$ cat config.mk
export PLATFORM = sky130hd
export DESIGN_NAME = top_k_tracker_min_heap
export DESIGN_NICKNAME = d
export VERILOG_FILES = /design/src/hdl/tkh_pkg.sv /design/src/hdl/tkh_ram.sv /design/src/hdl/tkh_seq.sv /design/src/hdl/top_k_tracker_min_heap.sv
export SDC_FILE = /design/constraint.sdc
export NUM_CORES = 1
export LEC_CHECK = 0
export BUFFER_PORTS_ARGS = -buffer_cell sky130_fd_sc_hd__buf_2
export CELL_PAD_IN_SITES_DETAIL_PLACEMENT = 0
export CELL_PAD_IN_SITES_GLOBAL_PLACEMENT = 1
export CORE_ASPECT_RATIO = 0.5
export CORE_MARGIN = 4
export CORE_UTILIZATION = 45
export CTS_BUF_LIST = sky130_fd_sc_hd__clkbuf_4 sky130_fd_sc_hd__clkbuf_8
export DETAILED_ROUTE_END_ITERATION = 7
export PLACE_DENSITY = 0.81
export SYNTH_ARGS = -nofsm -noshare
export SYNTH_HDL_FRONTEND = slang
export SYNTH_SLANG_ARGS = --single-unit
export TNS_END_PERCENT = 30
$ cat constraint.sdc
create_clock -name clock -period 8.2 [get_ports clock]
set_input_delay 0.41 -clock clock [delete_from_list [all_inputs] [get_ports clock]]
set_output_delay 0.41 -clock clock [all_outputs]
set_load 0.05 [all_outputs]
$ cat src/hdl/tkh_pkg.sv
// ----------------------------------------------------------------------------
// tkh_pkg
// Shared constants, types and helpers of the top-k tracker: entry widths,
// circular slot addressing and keep count clamping.
// ----------------------------------------------------------------------------
package tkh_pkg;

   // built capacity of the entry store
   localparam int CAPACITY = 16;
   localparam int ADDR_W   = (CAPACITY > 1) ? $clog2(CAPACITY) : 1;
   localparam int CNT_W    = $clog2(CAPACITY + 1);

   // field widths
   localparam int TAG_W   = 16;
   localparam int COUNT_W = 30;
   localparam int KEY_W   = COUNT_W + TAG_W;
   localparam int KEEP_W  = 5;

   localparam logic [KEEP_W-1:0] KEEP_RESET = 5'd16;
   localparam logic [CNT_W:0]    CAP_SUM    = (CNT_W + 1)'(CAPACITY);
   localparam logic [CNT_W-1:0]  CAP_CNT    = CNT_W'(CAPACITY);

   // command codes
   localparam logic CMD_REGISTER = 1'b0;
   localparam logic CMD_READ     = 1'b1;

   // one access to the entry memory
   typedef struct packed {
      logic              wr_en;
      logic [ADDR_W-1:0] wr_addr;
      logic [KEY_W-1:0]  wr_data;
      logic [ADDR_W-1:0] rd_addr;
   } mem_req_type;

   // one result toward the output stage
   typedef struct packed {
      logic               valid;
      logic               found;
      logic [TAG_W-1:0]   tag;
      logic [COUNT_W-1:0] count;
      logic               last;
   } rsp_type;

   // memory slot of the entry at rank off above the oldest slot base
   function automatic logic [ADDR_W-1:0] slot_addr(input logic [ADDR_W-1:0] base,
                                                  input logic [CNT_W-1:0]  off);
      logic [CNT_W:0] sum;
      sum = {1'b0, off} + (CNT_W + 1)'(base);
      if (sum >= CAP_SUM) begin
         sum = sum - CAP_SUM;
      end
      return ADDR_W'(sum);
   endfunction

   // clamp the keep count to one at the low end and the capacity at the top
   function automatic logic [CNT_W-1:0] eff_keep(input logic [KEEP_W-1:0] keep);
      logic [CNT_W-1:0] k;
      if (keep == '0) begin
         k = CNT_W'(1);
      end else if (int'(keep) > CAPACITY) begin
         k = CAP_CNT;
      end else begin
         k = CNT_W'(keep);
      end
      return k;
   endfunction

endpackage

$ cat src/hdl/tkh_ram.sv
// ----------------------------------------------------------------------------
// tkh_ram
// Simple dual port RAM: one write port, one read port, registered read data.
// ----------------------------------------------------------------------------
module tkh_ram #(
   parameter int Depth     = 16,
   parameter int Width     = 46,
   parameter int AddrWidth = 4
) (
   input  logic                 clock,
   input  logic                 wr_en,
   input  logic [AddrWidth-1:0] wr_addr,
   input  logic [Width-1:0]     wr_data,
   input  logic [AddrWidth-1:0] rd_addr,
   output logic [Width-1:0]     rd_data
);

   logic [Width-1:0] mem [Depth];
   logic [Width-1:0] rd_data_ff;

   // write port
   always_ff @(posedge clock) begin
      if (wr_en) begin
         mem[wr_addr] <= wr_data;
      end
   end

   // read port, registered read data
   always_ff @(posedge clock) begin
      rd_data_ff <= mem[rd_addr];
   end

   assign rd_data = rd_data_ff;

endmodule

$ cat src/hdl/tkh_seq.sv
// ----------------------------------------------------------------------------
// tkh_seq
// Sequencer of the top-k tracker. Entries sit sorted ascending in a circular
// window of the entry memory starting at base. Dropping the smallest entry
// advances base; an insert shifts larger entries up one slot per cycle.
// ----------------------------------------------------------------------------
module tkh_seq import tkh_pkg::*; (
   input  logic               clock,
   input  logic               reset,
   input  logic               start,
   output logic               busy,
   input  logic               req_command,
   input  logic [TAG_W-1:0]   req_title_tag,
   input  logic [COUNT_W-1:0] req_play_count,
   input  logic               csr_valid,
   output logic               csr_ready,
   input  logic [KEEP_W-1:0]  csr_keep_count,
   input  logic [KEY_W-1:0]   rd_data,
   output mem_req_type        mem_req,
   output rsp_type            rsp
);

   typedef enum logic [2:0] {
      IDLE,
      CHECK_MIN,
      SHIFT_START,
      SHIFT,
      PLACE,
      READOUT
   } state_type;

   state_type         state_ff, state_in;
   logic [CNT_W-1:0]  held_ff, held_in;
   logic [ADDR_W-1:0] base_ff, base_in;
   logic [KEEP_W-1:0] keep_ff, keep_in;
   logic [KEY_W-1:0]  key_ff, key_in;
   logic [CNT_W-1:0]  idx_ff, idx_in;
   logic [CNT_W-1:0]  issue_ff, issue_in;
   logic              pend_ff, pend_in;
   logic              pend_last_ff, pend_last_in;

   logic [CNT_W-1:0]  eff;
   logic [CNT_W-1:0]  new_eff;

   assign eff     = eff_keep(keep_ff);
   assign new_eff = eff_keep(csr_keep_count);

   assign busy      = (state_ff != IDLE);
   assign csr_ready = (state_ff == IDLE) && !start;

   // next state, memory access and result
   always_comb begin
      state_in     = state_ff;
      held_in      = held_ff;
      base_in      = base_ff;
      keep_in      = keep_ff;
      key_in       = key_ff;
      idx_in       = idx_ff;
      issue_in     = issue_ff;
      pend_in      = 1'b0;
      pend_last_in = pend_last_ff;
      mem_req      = '0;
      rsp          = '0;

      unique case (state_ff)
         IDLE: begin
            if (start) begin
               if (req_command == CMD_REGISTER) begin
                  key_in = {req_play_count, req_title_tag};
                  if (held_ff < eff) begin
                     state_in = SHIFT_START;
                  end else begin
                     // full: fetch the smallest entry to compare against
                     mem_req.rd_addr = base_ff;
                     state_in        = CHECK_MIN;
                  end
               end else if (held_ff == '0) begin
                  rsp.valid = 1'b1;
                  rsp.found = 1'b0;
                  rsp.last  = 1'b1;
               end else begin
                  issue_in = '0;
                  state_in = READOUT;
               end
            end else if (csr_valid) begin
               // apply new keep count, drop the smallest surplus entries
               keep_in = csr_keep_count;
               if (held_ff > new_eff) begin
                  base_in = slot_addr(base_ff, held_ff - new_eff);
                  held_in = new_eff;
               end
            end
         end

         CHECK_MIN: begin
            if (key_ff > rd_data) begin
               base_in  = slot_addr(base_ff, CNT_W'(1));
               held_in  = held_ff - CNT_W'(1);
               state_in = SHIFT_START;
            end else begin
               state_in = IDLE;
            end
         end

         SHIFT_START: begin
            idx_in = held_ff;
            if (held_ff == '0) begin
               mem_req.wr_en   = 1'b1;
               mem_req.wr_addr = base_ff;
               mem_req.wr_data = key_ff;
               held_in         = held_ff + CNT_W'(1);
               state_in        = IDLE;
            end else begin
               mem_req.rd_addr = slot_addr(base_ff, held_ff - CNT_W'(1));
               state_in        = SHIFT;
            end
         end

         SHIFT: begin
            if (rd_data > key_ff) begin
               // move the larger entry up and fetch the next one down
               mem_req.wr_en   = 1'b1;
               mem_req.wr_addr = slot_addr(base_ff, idx_ff);
               mem_req.wr_data = rd_data;
               idx_in          = idx_ff - CNT_W'(1);
               if (idx_ff == CNT_W'(1)) begin
                  state_in = PLACE;
               end else begin
                  mem_req.rd_addr = slot_addr(base_ff, idx_ff - CNT_W'(2));
               end
            end else begin
               mem_req.wr_en   = 1'b1;
               mem_req.wr_addr = slot_addr(base_ff, idx_ff);
               mem_req.wr_data = key_ff;
               held_in         = held_ff + CNT_W'(1);
               state_in        = IDLE;
            end
         end

         PLACE: begin
            mem_req.wr_en   = 1'b1;
            mem_req.wr_addr = slot_addr(base_ff, idx_ff);
            mem_req.wr_data = key_ff;
            held_in         = held_ff + CNT_W'(1);
            state_in        = IDLE;
         end

         READOUT: begin
            // issue one read per cycle, emit the data in the cycle after its read
            if (issue_ff < held_ff) begin
               mem_req.rd_addr = slot_addr(base_ff, issue_ff);
               issue_in        = issue_ff + CNT_W'(1);
               pend_in         = 1'b1;
               pend_last_in    = (issue_ff == held_ff - CNT_W'(1));
            end
            if (pend_ff) begin
               rsp.valid = 1'b1;
               rsp.found = 1'b1;
               rsp.tag   = rd_data[TAG_W-1:0];
               rsp.count = rd_data[KEY_W-1:TAG_W];
               rsp.last  = pend_last_ff;
               if (pend_last_ff) begin
                  state_in = IDLE;
               end
            end
         end

         default: begin
            state_in = IDLE;
         end
      endcase
   end

   // hold state
   always_ff @(posedge clock) begin
      if (reset) begin
         state_ff     <= IDLE;
         held_ff      <= '0;
         base_ff      <= '0;
         keep_ff      <= KEEP_RESET;
         pend_ff      <= 1'b0;
         pend_last_ff <= 1'b0;
         issue_ff     <= '0;
         idx_ff       <= '0;
      end else begin
         state_ff     <= state_in;
         held_ff      <= held_in;
         base_ff      <= base_in;
         keep_ff      <= keep_in;
         pend_ff      <= pend_in;
         pend_last_ff <= pend_last_in;
         issue_ff     <= issue_in;
         idx_ff       <= idx_in;
      end
   end

   // payload
   always_ff @(posedge clock) begin
      key_ff <= key_in;
   end

endmodule

$ cat src/hdl/top_k_tracker_min_heap.sv
// ----------------------------------------------------------------------------
// top_k_tracker_min_heap
// Keeps the keep_count largest (count, tag) entries seen so far and reads
// them out in ascending order.
//
//   channel   ports                                handshake
//   request   start, busy, req_*                   start high while busy low
//   result    rsp_strobe, rsp_*                    one cycle strobe, no stall
//   config    csr_valid, csr_ready, csr_keep_count valid and ready
//
// A register transfer first reads the smallest entry when the store is full
// and drops it if the new key is larger, else ends; it then shifts each larger
// entry up one slot in turn, set by the single write port of the entry memory.
// A read transfer makes one memory read per entry; an empty store answers in
// the cycle after the transfer. Results leave through an output register.
// Reset is synchronous and empties the store; the entry memory itself is not
// cleared. The result side cannot stall.
// ----------------------------------------------------------------------------
module top_k_tracker_min_heap import tkh_pkg::*; (
   input  logic               clock,
   input  logic               reset,
   input  logic               start,
   output logic               busy,
   input  logic               req_command,
   input  logic [TAG_W-1:0]   req_title_tag,
   input  logic [COUNT_W-1:0] req_play_count,
   output logic               rsp_strobe,
   output logic               rsp_found,
   output logic [TAG_W-1:0]   rsp_out_tag,
   output logic [COUNT_W-1:0] rsp_out_count,
   output logic               rsp_last,
   input  logic               csr_valid,
   output logic               csr_ready,
   input  logic [KEEP_W-1:0]  csr_keep_count
);

   mem_req_type        mem_req;
   rsp_type            rsp;
   logic [KEY_W-1:0]   rd_data;

   logic               strobe_ff;
   logic               found_ff;
   logic [TAG_W-1:0]   tag_ff;
   logic [COUNT_W-1:0] count_ff;
   logic               last_ff;

   tkh_seq u_seq (
      .clock          (clock),
      .reset          (reset),
      .start          (start),
      .busy           (busy),
      .req_command    (req_command),
      .req_title_tag  (req_title_tag),
      .req_play_count (req_play_count),
      .csr_valid      (csr_valid),
      .csr_ready      (csr_ready),
      .csr_keep_count (csr_keep_count),
      .rd_data        (rd_data),
      .mem_req        (mem_req),
      .rsp            (rsp)
   );

   tkh_ram #(
      .Depth     (CAPACITY),
      .Width     (KEY_W),
      .AddrWidth (ADDR_W)
   ) u_ram (
      .clock   (clock),
      .wr_en   (mem_req.wr_en),
      .wr_addr (mem_req.wr_addr),
      .wr_data (mem_req.wr_data),
      .rd_addr (mem_req.rd_addr),
      .rd_data (rd_data)
   );

   // register the result strobe
   always_ff @(posedge clock) begin
      if (reset) begin
         strobe_ff <= 1'b0;
      end else begin
         strobe_ff <= rsp.valid;
      end
   end

   // register the result payload
   always_ff @(posedge clock) begin
      found_ff <= rsp.found;
      tag_ff   <= rsp.tag;
      count_ff <= rsp.count;
      last_ff  <= rsp.last;
   end

   assign rsp_strobe    = strobe_ff;
   assign rsp_found     = found_ff;
   assign rsp_out_tag   = tag_ff;
   assign rsp_out_count = count_ff;
   assign rsp_last      = last_ff;

endmodule

After elaboration in Yosys (flattened, before gate mapping):

Memory sizes are Yosys's and may differ from the RTL's. A register that Yosys moved wholly into a read port is not among the register bits.
Index checks and enable logic that the tools add are counted.

* RAM bits: 736
* memories: 1
* output and inout port bits: 51
* bits of input ports: 56
* register bits: 124
* word-level logic and storage cells: 155

Memories
* u_ram.mem: depth 16, width 46, read ports 1, clocked after Yosys merged registers in 1, wr ports 1, line tkh_ram.sv:18 `logic [Width-1:0] mem [Depth];`

* multiplexer cells: 63
* add/sub/neg operators: 18
* order comparisons: 13
* reductions and logical operators: 21
* equality and inequality tests: 22
* bitwise gates (word level): 3

Operator list (count)
* 51-bit case mux with 3 select lines: 1
* 46-bit > comparator: 2
* 5-bit 2-to-1 mux: 15
* 4-bit 2-to-1 mux: 17
* 51-bit 2-to-1 mux: 1
* 49-bit 2-to-1 mux: 1
* 46-bit 2-to-1 mux: 1
* 5-bit by 4-bit adder with 6-bit output: 5
* 6-bit by 5-bit greater-or-equal comparator with 1-bit output, second input constant: 5
* 5-bit case mux with 5 select lines: 1
* 4-bit by 1-bit subtractor with 4-bit output, second input constant: 6
* 3-bit 2-to-1 mux: 7
* 5-bit case mux with 2 select lines: 2
* 4-bit case mux with 4 select lines: 1
* 5-bit logical NOT: 3
* 3-bit case mux with 5 select lines: 1
* 5-bit AND reduction: 3
* 2-bit inequality test, second input constant: 7
* 2-bit 2-to-1 mux: 6
* 2-bit by 1-bit inequality test with 1-bit output, second input constant: 6
* 5-bit by 1-bit adder with 5-bit output, second input constant: 2
* 5-bit > comparator, second input constant: 2
* 5-bit < comparator: 2
* 5-bit by 1-bit subtractor with 5-bit output, second input constant: 2
* other kinds (26): 41

Depth between registers and ports, before layout:

Gate-level depths: netlist of the first run.

* word-level depth: 11
* gate-level depth with buffers: 15
* mapped depth without buffers: 15

Modules after synthesis:

From an unflattened synthesis of the first run, not the netlist that was laid out.

* cells, all modules: 1944
* area, all modules: 35790.6 um^2

Modules (own cells, without submodules)
* tkh_ram: seq. area each 23022.1 um^2, times used 1, cells an instance 1191, area each 28493.6 um^2
* tkh_seq: seq. area each 1961.9 um^2, times used 1, cells an instance 703, area each 6302.3 um^2
* top_k_tracker_min_heap: seq. area each 980.9 um^2, times used 1, cells an instance 50, area each 994.7 um^2

Worst setup path after synthesis of the first run:

OpenSTA, ideal clock, no wires.

* kind: register to register
* start: register u_seq.held_ff[0]
* end: memory u_ram.mem[14][0], enable pin
* stages on the path, launching flop included: 10
* required time: 7750 ps
* slack: 3553 ps
* arrival time: 4197 ps
* setup time: 450 ps
* buffers on the path: 1
* period minus slack after synthesis: 4647 ps
* path through: dfxtp_1 inv_1 ha_1 or3b_1 buf_2 nor4_1 a21oi_1 o21ai_0 nand2_1 nor2_1

* longest elaborated chain between the ends: 5

Ends and longest elaborated chain
* start: declaration: line tkh_seq.sv:33 `logic [CNT_W-1:0] held_ff, held_in;`
* start signal: assignment: line tkh_seq.sv:187 `held_ff <= held_in;`
* 5-bit logical NOT *: line tkh_seq.sv:107 `if (held_ff == '0) begin`
* 51-bit 2-to-1 mux *: line tkh_seq.sv:107
* 51-bit case mux with 3 select lines *: line tkh_seq.sv:65 `unique case (state_ff)`
* 1-bit 2-to-1 mux: line tkh_ram.sv:23 `if (wr_en) begin`
* 1-bit 2-to-1 mux (not written as such): line tkh_ram.sv:24 `mem[wr_addr] <= wr_data;`
* end: declaration: line tkh_ram.sv:18

Every way passes the cells marked *; elsewhere a longest branch is shown, timed or not.

Worst setup path after layout of the first run:

* start: register u_seq.key_ff[28]
* end: register u_ram.rd_data_ff[10], in the netlist u_ram.rd_data[10] (read register of u_ram.mem)

* longest elaborated chain between the ends: 3

Ends and longest elaborated chain
* start: declaration: line tkh_seq.sv:36 `logic [KEY_W-1:0] key_ff, key_in;`
* start signal: assignment: line tkh_seq.sv:199 `key_ff <= key_in;`
* 46-bit > comparator: line tkh_seq.sv:120 `if (rd_data > key_ff) begin`
* 4-bit 2-to-1 mux: line tkh_seq.sv:120
* 4-bit case mux with 4 select lines: line tkh_seq.sv:65
* end: declaration: line tkh_ram.sv:19 `logic [Width-1:0] rd_data_ff;`

Every way passes these cells.
A chain may end at the register's enable or synchronous reset.

==> results of run 1 <==
-- worst min-delay path, cell delays in order --
cell and delay [ns]:
buf_2 0.14, nand2_1 0.17, a211o_1 0.14
-- stage by stage --
step / power, mW / cells / utilization [%] / setup WS, ns / area, um^2
detailed placement: 9.58 / 3311 / 48.2 / 2.72 / 37700
global route: 13.6 / 3596 / 52.1 / 2.39 / 40700
global placement: 9.50 / 3311 / 48.2 / 2.83 / 37700
floorplan: 8.46 / 2237 / - / 3.55 / 35900
CTS: 13.1 / 3596 / 52.1 / 2.69 / 40700
finish: 13.0 / 3596 / 52.1 / 2.54 / 40700
-- report_power, final --
| group | switching [mW] | leakage, nW | internal, mW |
|---|---|---|---|
| Sequential | 0.225 | 8.24 | 5.83 |
| Combinational | 2.28 | 4.06 | 1.21 |
| Clock | 1.68 | 1.33 | 1.81 |
| Total | 4.19 | 13.6 | 8.85 |
-- placed cells by master, fill, tap and decap left out, drive strengths merged, types with 4 or more instances in the layout --
master       netlist  layout
a21boi             4       4
a21o              13      13
a21oi             50      50
a221oi             4       4
a22o              47      47
buf               79     142
bufinv             0       4
clkbuf            25     180
clkinv             0      39
clkinvlp           0       5
dfxtp            124     124
dlygate4sd3        0      55
edfxtp           782     782
fa                 6       6
ha                81      81
inv               78      80
mux2i            371     371
nand2             52      52
nand2b             5       5
nand3             26      26
nand4              9       9
nor2             108     108
nor2b              7       7
nor3              10      10
o211ai             7       7
o21ai             26      26
o22ai            188     188
or3                9       9
or4               46      46
xnor2             13      13
xor2               9       9
-- metal layers --
metal | global-route usage, % | vias to the layer above
met4 | 6.58 | 0
met2 | 32.5 | 831
met1 | 28.5 | 10500
met3 | 3.98 | 157
met5 | 0 | -
li1 | - | 9206
-- sequential cells by signal, indices dropped and copies added (netlist names), 3 cells and up --
name	flops
rsp_out_tag	16
u_ram.mem	736
u_seq.idx_ff	5
u_seq.key_ff	46
rsp_out_count	30
u_seq.issue_ff	5
u_seq.base_ff	4
u_seq.held_ff	5
u_seq.state_ff	3
u_ram.rd_data	46
u_seq.keep_ff	5
-- cell type report --
cell class              count  share of cell area, %
flip-flops and latches    906                   63.7
multi-input cells        1149                   22.8
clock buffers             180                   5.25
repair buffers            197                   3.41
well taps                1036                   3.18
clock inverters            50                  0.955
inverters                  78                  0.719
-- path summary, 6_finish.rpt --
check,start,endpoint,slack (ns)
setup / recovery,u_seq.key_ff[28],u_ram.rd_data[10],2.54
hold reg to reg,u_ram.rd_data[28],rsp_out_count[12],0.46
hold / removal,csr_valid,u_seq.keep_ff[4],0.13
setup reg to reg,u_seq.key_ff[28],u_ram.rd_data[10],2.54
-- cell families (layout without fill, tap and decap cells) --
logic type,after synthesis,count (layout)
muxes,372,372
adders and majority gates,87,87
AOI/OAI and AO/OA,372,372
DFF,906,906
xor gates and xnor gates,22,22
and+or+nand+nor,296,296
buffers and inverters,182,505
==> results_tabular.tex, run 1 <==
\begin{tabular}{lr}
\hline
Metric & Value \\
\hline
\multicolumn{2}{l}{\textbf{Worst setup path}} \\
Endpoint required time on the critical path & slightly below 9 ns \\
Worst Path Arrival & approximately 6.3 ns \\
Maximum net fanout on the critical path & 30 \\
Critical path startpoint category & register \\
Instance count on the critical path & 11 \\
Standard cell with the maximum stage delay on the critical path & or3\_2 \\
Setup crit end kind & register \\
Crit path cell chain & ha\_1, nand4\_1, nor4b\_2, a221oi\_1, o32ai\_1, or3\_1, o22a\_1, or3\_2, buf\_4, o22ai\_1, or4\_1 \\
Kind of critical path & reg2reg \\
Largest stage delay on the critical path & approximately 0.8 ns \\
FF-to-FF path depth & 11 \\
Family with the most delay on the worst path & simple AND/OR/NAND/NOR gates \\
Critical path buffers and inverters & 1 \\
\multicolumn{2}{l}{\textbf{Logic synthesis}} \\
Synth Flop Type & edfxtp\_1 \\
Post-synth EDFFs & roughly 780 \\
Main area contributors after synthesis & edfxtp\_1, mux2i\_1, dfxtp\_1 \\
Proportion of synthesized flip-flops having asynchronous set or reset & 0\% \\
Synth Area in Simple Gates & 4.34\% \\
Average cell area after synthesis & 16.1 um\^{}2 \\
Synth cell types & just under 80 \\
Number of warning messages in the yosys log & 0 \\
Post-synthesis compound-gate area fraction & under 10\% \\
Most instantiated library cell after synthesis & edfxtp\_1 \\
Leading post-synthesis cells by instance count & edfxtp\_1, mux2i\_1, o22ai\_1 \\
Synth Cell Area & 35900 um\^{}2 \\
Part of the Yosys area used for sequential elements & 72.3\% \\
Adder-cell share of the synthesized area & under 10\% \\
Number of nets in the synthesized netlist & 2380 \\
Synth top area share & approximately two thirds \\
Largest area contributor in the netlist & edfxtp\_1 \\
Mux share of post-synthesis cell area & 10.4\% \\
Number of synthesized register bits & around 900 \\
Synth Area in XOR/XNOR & less than 1\% \\
Main combinational cell family by area after synthesis & multiplexers \\
Count of mapped cells out of synthesis & approximately 2200 \\
\multicolumn{2}{l}{\textbf{Timing}} \\
Hold violation count in the final report & 0 \\
Max Freq & $\sim$180 MHz \\
Slew headroom & a little over a fifth \\
Max-slew violation count & 0 \\
Worst Max-Slew Pin Slew & 1.18 ns \\
Skew final & about 0.05 ns \\
Aggregate negative setup slack & 0 ns \\
RSZ-0062 raised after global routing & no \\
Setup Viol. Count Final & 0 \\
Hold WS & 0.132 ns \\
Period utilisation layout & between 60\% and 70\% \\
Minimum period implied by the final worst setup slack & 5.66 ns \\
\multicolumn{2}{l}{\textbf{Layout}} \\
Fraction of final layout cells sized beyond drive strength 1 & roughly 15\% \\
Sequential cell area in the final layout & about 26000 um\^{}2 \\
Multi-input gate area & just over 9000 um\^{}2 \\
Layout overhead on the synthesized area & 13.4\% \\
Fillers & between 6000 and 7000 \\
Final \#Nets & $\sim$2600 \\
Count of inserted antenna diode cells & 0 \\
\multicolumn{2}{l}{\textbf{Pwr}} \\
Leakage power total & roughly 14 nW \\
Max VDD drop & $\sim$0.21 mV \\
Cell area power density & 320 nW/um\^{}2 \\
\multicolumn{2}{l}{\textbf{Clocking}} \\
H-tree depth & 3 \\
Number of gates resized after CTS & 0 \\
Hold Buf Count CTS & 55 \\
Number of setup buffers added after CTS & 0 \\
Clock Tree Root & clkbuf\_8 \\
CTS tree & built \\
CTS buffer count & 120 \\
Clock Pin Slew Worst Setup and Hold Paths & 0.07 ns \\
Clock network latency to the later pin of the worst-skew pair & 0.80 ns \\
Number of sinks handled by clock tree synthesis & $\sim$910 \\
Max Buffers Root-to-Sink & 3 \\
\multicolumn{2}{l}{\textbf{Drt}} \\
DR iter-0 viols & approximately 2100 \\
Max Used Layer & met4 \\
Via count & 20700 \\
Final wirelength & around 89 mm \\
Iteration count of the initial detailed-routing pass & 5 \\
Met3 layer wire length in the routed design & between 6 and 7 mm \\
Via-per-instance ratio & approximately 5.7 \\
Length of routed met2 wiring & 41.4 mm \\
\# DRC & 0 \\
Routed length on met1 & about 38 mm \\
Post-route antenna net violation count & 0 \\
Wire length per cell & between 20 and 25 um \\
\multicolumn{2}{l}{\textbf{Floorplan}} \\
Std-Cell Rows & around 70 \\
Die Area & between 80000 and 90000 um\^{}2 \\
Horiz. Die Dim & 408 um \\
Effective utilization at floorplan & approximately 46\% \\
I/O Pins & around 110 \\
Die Y-Extent & between 200 and 250 um \\
Core box area & a little under 80000 um\^{}2 \\
\multicolumn{2}{l}{\textbf{GRT}} \\
Wire length of the first global-routing pass & approximately 130 mm \\
Via count of the first global-routing pass & between 20000 and 25000 \\
Antenna violations before repair & 0 \\
Global-route congestion overflow total & 0 \\
Pin count of the biggest net entering global routing & 97 \\
GRT Resource Usage Total & a little over 20\% \\
\multicolumn{2}{l}{\textbf{Flow run}} \\
Max-capacitance violation count & 0 \\
\multicolumn{2}{l}{\textbf{Place}} \\
Final Wtd Congestion & 0.775 \\
\# port buffers & approximately 110 \\
Detailed placement HPWL & between 40 and 50 mm \\
\multicolumn{2}{l}{\textbf{Hold path}} \\
Hold-critical path depth & 3 \\
Kind of path behind the tightest hold check & in2reg \\
\multicolumn{2}{l}{\textbf{Run status}} \\
Outcome & finished, final reports clean \\
\hline
\end{tabular}
No activity file was read; power rests on OpenSTA's default activity.
==> inputs of run 2 (changes only) <==
- PLACE_DENSITY: 0.81 -> 0.84
- clock period: 8.2 -> 4.95 ns (I/O delays scaled with it)
==> results_tabular.tex, run 2 (synthesis results as in run 1) <==
\begin{tabular}{lr}
\hline
Metric & Value \\
\hline
\multicolumn{2}{l}{\textbf{Layout}} \\
Number of flip-flops in the largest register & 736 \\
Most frequent cells in the layout & edfxtp\_1, mux2i\_1, o22ai\_1 \\
Cell Count, Final, Fillers Out & 3661 \\
Final cell utilization of the core & between 50\% and 60\% \\
Register with the most flip-flops & u\_ram.mem \\
Fraction of final layout cells sized beyond drive strength 1 & 17.4\% \\
Most frequent standard cell in the layout excluding fill and tap cells & edfxtp\_1 \\
Count of inserted antenna diode cells & 0 \\
Final non-filler cell area & between 40000 and 50000 um\^{}2 \\
Sequential cell area in the final layout & roughly 26000 um\^{}2 \\
Multi-input gate area & between 9000 and 10000 um\^{}2 \\
Fillers & 6137 \\
Final \#Nets & approximately 2700 \\
Layout overhead on the synthesized area & 16.9\% \\
\multicolumn{2}{l}{\textbf{Clocking}} \\
CTS tree & built \\
Clock Pin Slew Worst Setup and Hold Paths & around 0.07 ns \\
Clock network latency to the later pin of the worst-skew pair & $\sim$0.76 ns \\
H-tree depth & 3 \\
Max Buffers Root-to-Sink & 3 \\
Clock Tree Root & clkbuf\_8 \\
CTS buffer count & 119 \\
Number of sinks handled by clock tree synthesis & around 900 \\
\multicolumn{2}{l}{\textbf{Drt}} \\
Wire length per cell & between 20 and 25 um \\
\# DRC & 0 \\
Via count & 20800 \\
Post-route antenna net violation count & 0 \\
Final wirelength & 87.8 mm \\
Via-per-instance ratio & approximately 5.7 \\
DR iter-0 viols & 2421 \\
Iteration count of the initial detailed-routing pass & 6 \\
\multicolumn{2}{l}{\textbf{Pwr}} \\
Leakage power total & $\sim$14 nW \\
Cell area power density & approximately 530 nW/um\^{}2 \\
Max VDD drop & roughly 0.39 mV \\
Overall power after layout & approximately 22 mW \\
\multicolumn{2}{l}{\textbf{Floorplan}} \\
Core box area & a little under 80000 um\^{}2 \\
Horiz. Die Dim & roughly 400 um \\
Std-Cell Rows & about 70 \\
I/O Pins & around 110 \\
Die Y-Extent & a little over 200 um \\
Effective utilization at floorplan & 46.0\% \\
Die Area & about 85000 um\^{}2 \\
\multicolumn{2}{l}{\textbf{Worst setup path}} \\
Kind of critical path & reg2reg \\
Setup crit end kind & register \\
Worst Path Arrival & 5.48 ns \\
Critical path startpoint category & register \\
Maximum net fanout on the critical path & 88 \\
Endpoint required time on the critical path & between 5 and 6 ns \\
\multicolumn{2}{l}{\textbf{Timing}} \\
Max Freq & between 200 and 250 MHz \\
Slew headroom & roughly 28\% \\
Skew final & between 0.07 and 0.08 ns \\
Period utilisation layout & between 90\% and 100\% \\
Aggregate negative setup slack & 0 ns \\
Final setup margin & 0.0924 ns \\
Hold WS & approximately 0.088 ns \\
Minimum period implied by the final worst setup slack & 4.86 ns \\
Hold violation count in the final report & 0 \\
RSZ-0062 raised after global routing & no \\
Max-slew violation count & 0 \\
Worst Max-Slew Pin Slew & 1.07 ns \\
Setup Viol. Count Final & 0 \\
\multicolumn{2}{l}{\textbf{Hold path}} \\
Kind of path behind the tightest hold check & in2reg \\
\multicolumn{2}{l}{\textbf{Place}} \\
Number of instances in the placed design & roughly 3400 \\
Final Wtd Congestion & 0.799 \\
\# port buffers & roughly 110 \\
Area post-placement & 38800 um\^{}2 \\
Detailed placement HPWL & approximately 50 mm \\
Worst Setup Slack post-DPL & approximately 0.039 ns \\
\multicolumn{2}{l}{\textbf{GRT}} \\
Antenna violations before repair & 2 \\
Wire length of the first global-routing pass & 129 mm \\
GRT Resource Usage Total & between 20\% and 30\% \\
Via count of the first global-routing pass & just over 20000 \\
Pin count of the biggest net entering global routing & 89 \\
Global-route congestion overflow total & 0 \\
\multicolumn{2}{l}{\textbf{Flow run}} \\
Max-capacitance violation count & 0 \\
\multicolumn{2}{l}{\textbf{Run status}} \\
Outcome & finished, final reports clean \\
\hline
\end{tabular}
run 2: cell count changes in the layout (fill, tap and decap cells not counted), moves of 3 or more:
| cell | before | now |
|---|---|---|
| buf_12 | 3 | 53 |
| buf_4 | 33 | 44 |
| clkinv_1 | 26 | 18 |
| clkinv_2 | 11 | 14 |
| clkbuf_4 | 54 | 43 |
| clkbuf_8 | 126 | 139 |
| dlygate4sd3_1 | 55 | 62 |
run 2: area by class of cell:
cell class	count	share of cell area (%)
clock buffer	182	5.32
timing repair buffer	266	6.12
multi-input combinational	1149	22.1
tap	1036	3.09
clock inverter	44	0.864
inverter	78	0.697
sequential	906	61.8
run 2: metal layers:
metal	track usage, %	routed length [um]
met1	28.0	37000
met2	32.8	41800
met3	3.88	7100
met4	5.46	1890
met5	0	13
run 2: path summary, 6_finish.rpt:
check                    startpoint  cells after the start  slack (ns)           endpoint
setup / recovery  u_ram.rd_data[29]                     12        0.09  u_ram.rd_data[35]
hold / removal                start                      4        0.09           rsp_last
setup reg to reg  u_ram.rd_data[29]                     12        0.09  u_ram.rd_data[35]
hold reg to reg   u_ram.rd_data[15]                      2        0.46    rsp_out_tag[15]
run 2: repair_timing:
item / 4_1_cts / 5_1_grt
setup buffers: 0 / 1
resized for setup: 1 / 0
pin swaps: 0 / 1
endpoints found under the setup margin: 1 / 37
hold endpoints to repair: 58 / 0
hold buffers: 62 / 0
run 2: report_power, final:
part	leakage (nW)	internal (mW)	switching (mW)
Sequential	8.24	9.65	0.351
Clock	1.37	3.12	2.78
Combinational	4.59	2.49	3.92
Total	14.2	15.3	7.05
run 2: worst max-delay path: stages, from the launching register on:
cell and delay [ns]:
dfxtp_1 0.36, inv_1 0.10, ha_1 0.32, nand4_1 0.31
nor4b_2 0.70, a221oi_1 0.26, o32ai_1 0.58, nor4b_4 0.13
a221o_4 0.61, buf_16 0.32, mux2i_1 0.28, o22ai_1 0.12
or4_1 0.53
==> inputs of run 3 (changes only) <==
- RECOVER_POWER: unset -> 25
==> results_tabular.tex, run 3 (synthesis results as in run 1) <==
\begin{tabular}{lr}
\hline
Metric & Value \\
\hline
\multicolumn{2}{l}{\textbf{GRT}} \\
GRT Resource Usage Total & between 20 and 25\% \\
Wire length of the first global-routing pass & $\sim$130 mm \\
Via count of the first global-routing pass & between 20000 and 25000 \\
Met1 routing resource usage after global routing & about 28\% \\
Most congested layer reported by global routing & met2 \\
Met2 Track Usage GR & 32.8\% \\
Global-route congestion overflow total & 0 \\
Met3 Resource Use GR & around 3.9\% \\
Pin count of the biggest net entering global routing & a little under 90 \\
Antenna violations before repair & 2 \\
\multicolumn{2}{l}{\textbf{Clocking}} \\
CTS tree & built \\
Clock Tree Root & clkbuf\_8 \\
CTS buffer count & about 120 \\
H-tree depth & 3 \\
Clock network latency to the later pin of the worst-skew pair & 0.76 ns \\
Number of sinks handled by clock tree synthesis & between 900 and 1000 \\
Clock Pin Slew Worst Setup and Hold Paths & $\sim$0.07 ns \\
Max Buffers Root-to-Sink & 3 \\
\multicolumn{2}{l}{\textbf{Timing}} \\
Period utilisation layout & between 90 and 100\% \\
RSZ-0062 raised after global routing & no \\
Max-slew violation count & 108 \\
Aggregate negative setup slack & 0 ns \\
Skew final & about 0.070 ns \\
Hold violation count in the final report & 0 \\
Minimum period implied by the final worst setup slack & $\sim$4.9 ns \\
Max Freq & 206 MHz \\
Slew headroom & -101\% \\
Setup Viol. Count Final & 0 \\
Worst Max-Slew Pin Slew & 3.02 ns \\
\multicolumn{2}{l}{\textbf{Drt}} \\
Post-route antenna net violation count & 0 \\
\# DRC & 0 \\
Final wirelength & 87.9 mm \\
Via-per-instance ratio & 5.70 \\
Wire length per cell & roughly 24 um \\
Iteration count of the initial detailed-routing pass & 6 \\
Via count & roughly 21000 \\
DR iter-0 viols & around 2400 \\
\multicolumn{2}{l}{\textbf{Layout}} \\
Layout overhead on the synthesized area & 16.3\% \\
Most frequent standard cell in the layout excluding fill and tap cells & edfxtp\_1 \\
Final \#Nets & 2663 \\
Most frequent cells in the layout & edfxtp\_1, mux2i\_1, o22ai\_1 \\
Number of flip-flops in the largest register & between 700 and 800 \\
Fillers & a little over 6000 \\
Register with the most flip-flops & u\_ram.mem \\
Cell Count, Final, Fillers Out & about 3700 \\
Fraction of final layout cells sized beyond drive strength 1 & between 10\% and 20\% \\
Count of inserted antenna diode cells & 0 \\
\multicolumn{2}{l}{\textbf{Worst setup path}} \\
Critical path startpoint category & register \\
Kind of critical path & reg2reg \\
Setup crit end kind & register \\
Worst Path Arrival & 5.48 ns \\
Endpoint required time on the critical path & around 5.6 ns \\
Maximum net fanout on the critical path & a little under 90 \\
\multicolumn{2}{l}{\textbf{Floorplan}} \\
I/O Pins & between 100 and 150 \\
Core box area & 78200 um\^{}2 \\
Die Y-Extent & roughly 210 um \\
Horiz. Die Dim & $\sim$410 um \\
Std-Cell Rows & 72 \\
Die Area & approximately 85000 um\^{}2 \\
Effective utilization at floorplan & $\sim$46\% \\
\multicolumn{2}{l}{\textbf{Place}} \\
\# port buffers & roughly 110 \\
Final Wtd Congestion & $\sim$0.80 \\
Detailed placement HPWL & between 40 and 50 mm \\
Number of instances in the placed design & approximately 3400 \\
\multicolumn{2}{l}{\textbf{Run status}} \\
Violated checks & capacitance limit, slew limit \\
Outcome & finished with violations \\
\multicolumn{2}{l}{\textbf{Pwr}} \\
Cell area power density & $\sim$530 nW/um\^{}2 \\
Max VDD drop & 0.388 mV \\
Leakage power total & around 14 nW \\
\multicolumn{2}{l}{\textbf{Flow run}} \\
Max-capacitance violation count & 3 \\
\multicolumn{2}{l}{\textbf{Hold path}} \\
Kind of path behind the tightest hold check & in2reg \\
\hline
\end{tabular}
[run 3: cell types whose count changed in the layout (fill, tap and decap cells not counted), sizes merged]
cell,before,now
buf,204,131
clkbuf,182,255
clkinv,33,34
inv,81,80
[run 3: per-stage QoR]
stage	worst slack [ns]	area, um^2	util [%]	total power [mW]	hold slack [ns]
final	0.0934	41800	53.5	22.3	0.0772
after global routing	0.0964	41800	53.5	23.3	0.0771
after CTS	0.0348	42000	53.7	22.3	0.0308
after detailed placement	0.0390	38800	49.6	16.4	0.426
after global placement	0.0769	38800	49.6	16.3	0.423
after floorplan	0.303	35900	-	14.0	0.346
[run 3: worst paths after layout]
| path | from | to | slack, ns | cells past startpoint |
|---|---|---|---|---|
| worst min register to register | u_ram.rd_data[15] | rsp_out_tag[15] | 0.45 | 2 |
| worst min-delay path | start | rsp_last | 0.08 | 4 |
| worst max-delay path | u_ram.rd_data[29] | u_ram.rd_data[35] | 0.09 | 12 |
| worst max register to register | u_ram.rd_data[29] | u_ram.rd_data[35] | 0.09 | 12 |
[run 3: worst max-delay path, stage by stage, from the launching register on]
cell and delay (ns):
dfxtp_1 0.35, inv_1 0.09, ha_1 0.32, nand4_1 0.31, nor4b_2 0.68, a221oi_1 0.26
o32ai_1 0.61, nor4b_4 0.13, a221o_4 0.62, buf_16 0.31, mux2i_1 0.28, o22ai_1 0.11
or4_1 0.53
[run 3: repair_timing]
action | CTS | global route
setup endpoints to repair | 1 | 37
hold buffers | 62 | 0
pin swaps | 0 | 1
buffers inserted | 0 | 1
hold endpoints to repair | 58 | 0
gates resized for setup | 1 | 0
cloned | 0 | 0
[run 3: cell type report]
class	instances	area (um^2)	share of cell area, %
Clock buffer	182	2240	5.35
Clock inverter	44	363	0.868
Inverter	78	293	0.700
Multi-Input combinational cell	1149	9230	22.1
Sequential cell	906	26000	62.1
Tap cell	1036	1300	3.10
Timing Repair Buffer	266	2420	5.79
[run 3: where the power goes]
part,internal [mW],switching (mW),total [mW]
clock network,3.12,2.79,5.90
registers,9.65,0.350,10.0
logic,2.46,3.90,6.37
[run 3: metal layers]
metal  vias to the layer above  wire [um]  part of all wire, %
met5                         -         13                0.015
met4                         2       2000                  2.3
met3                       150       6810                  7.7
met2                       859      41600                   47
met1                     10500      37500                   43
li1                       9352          -                    -
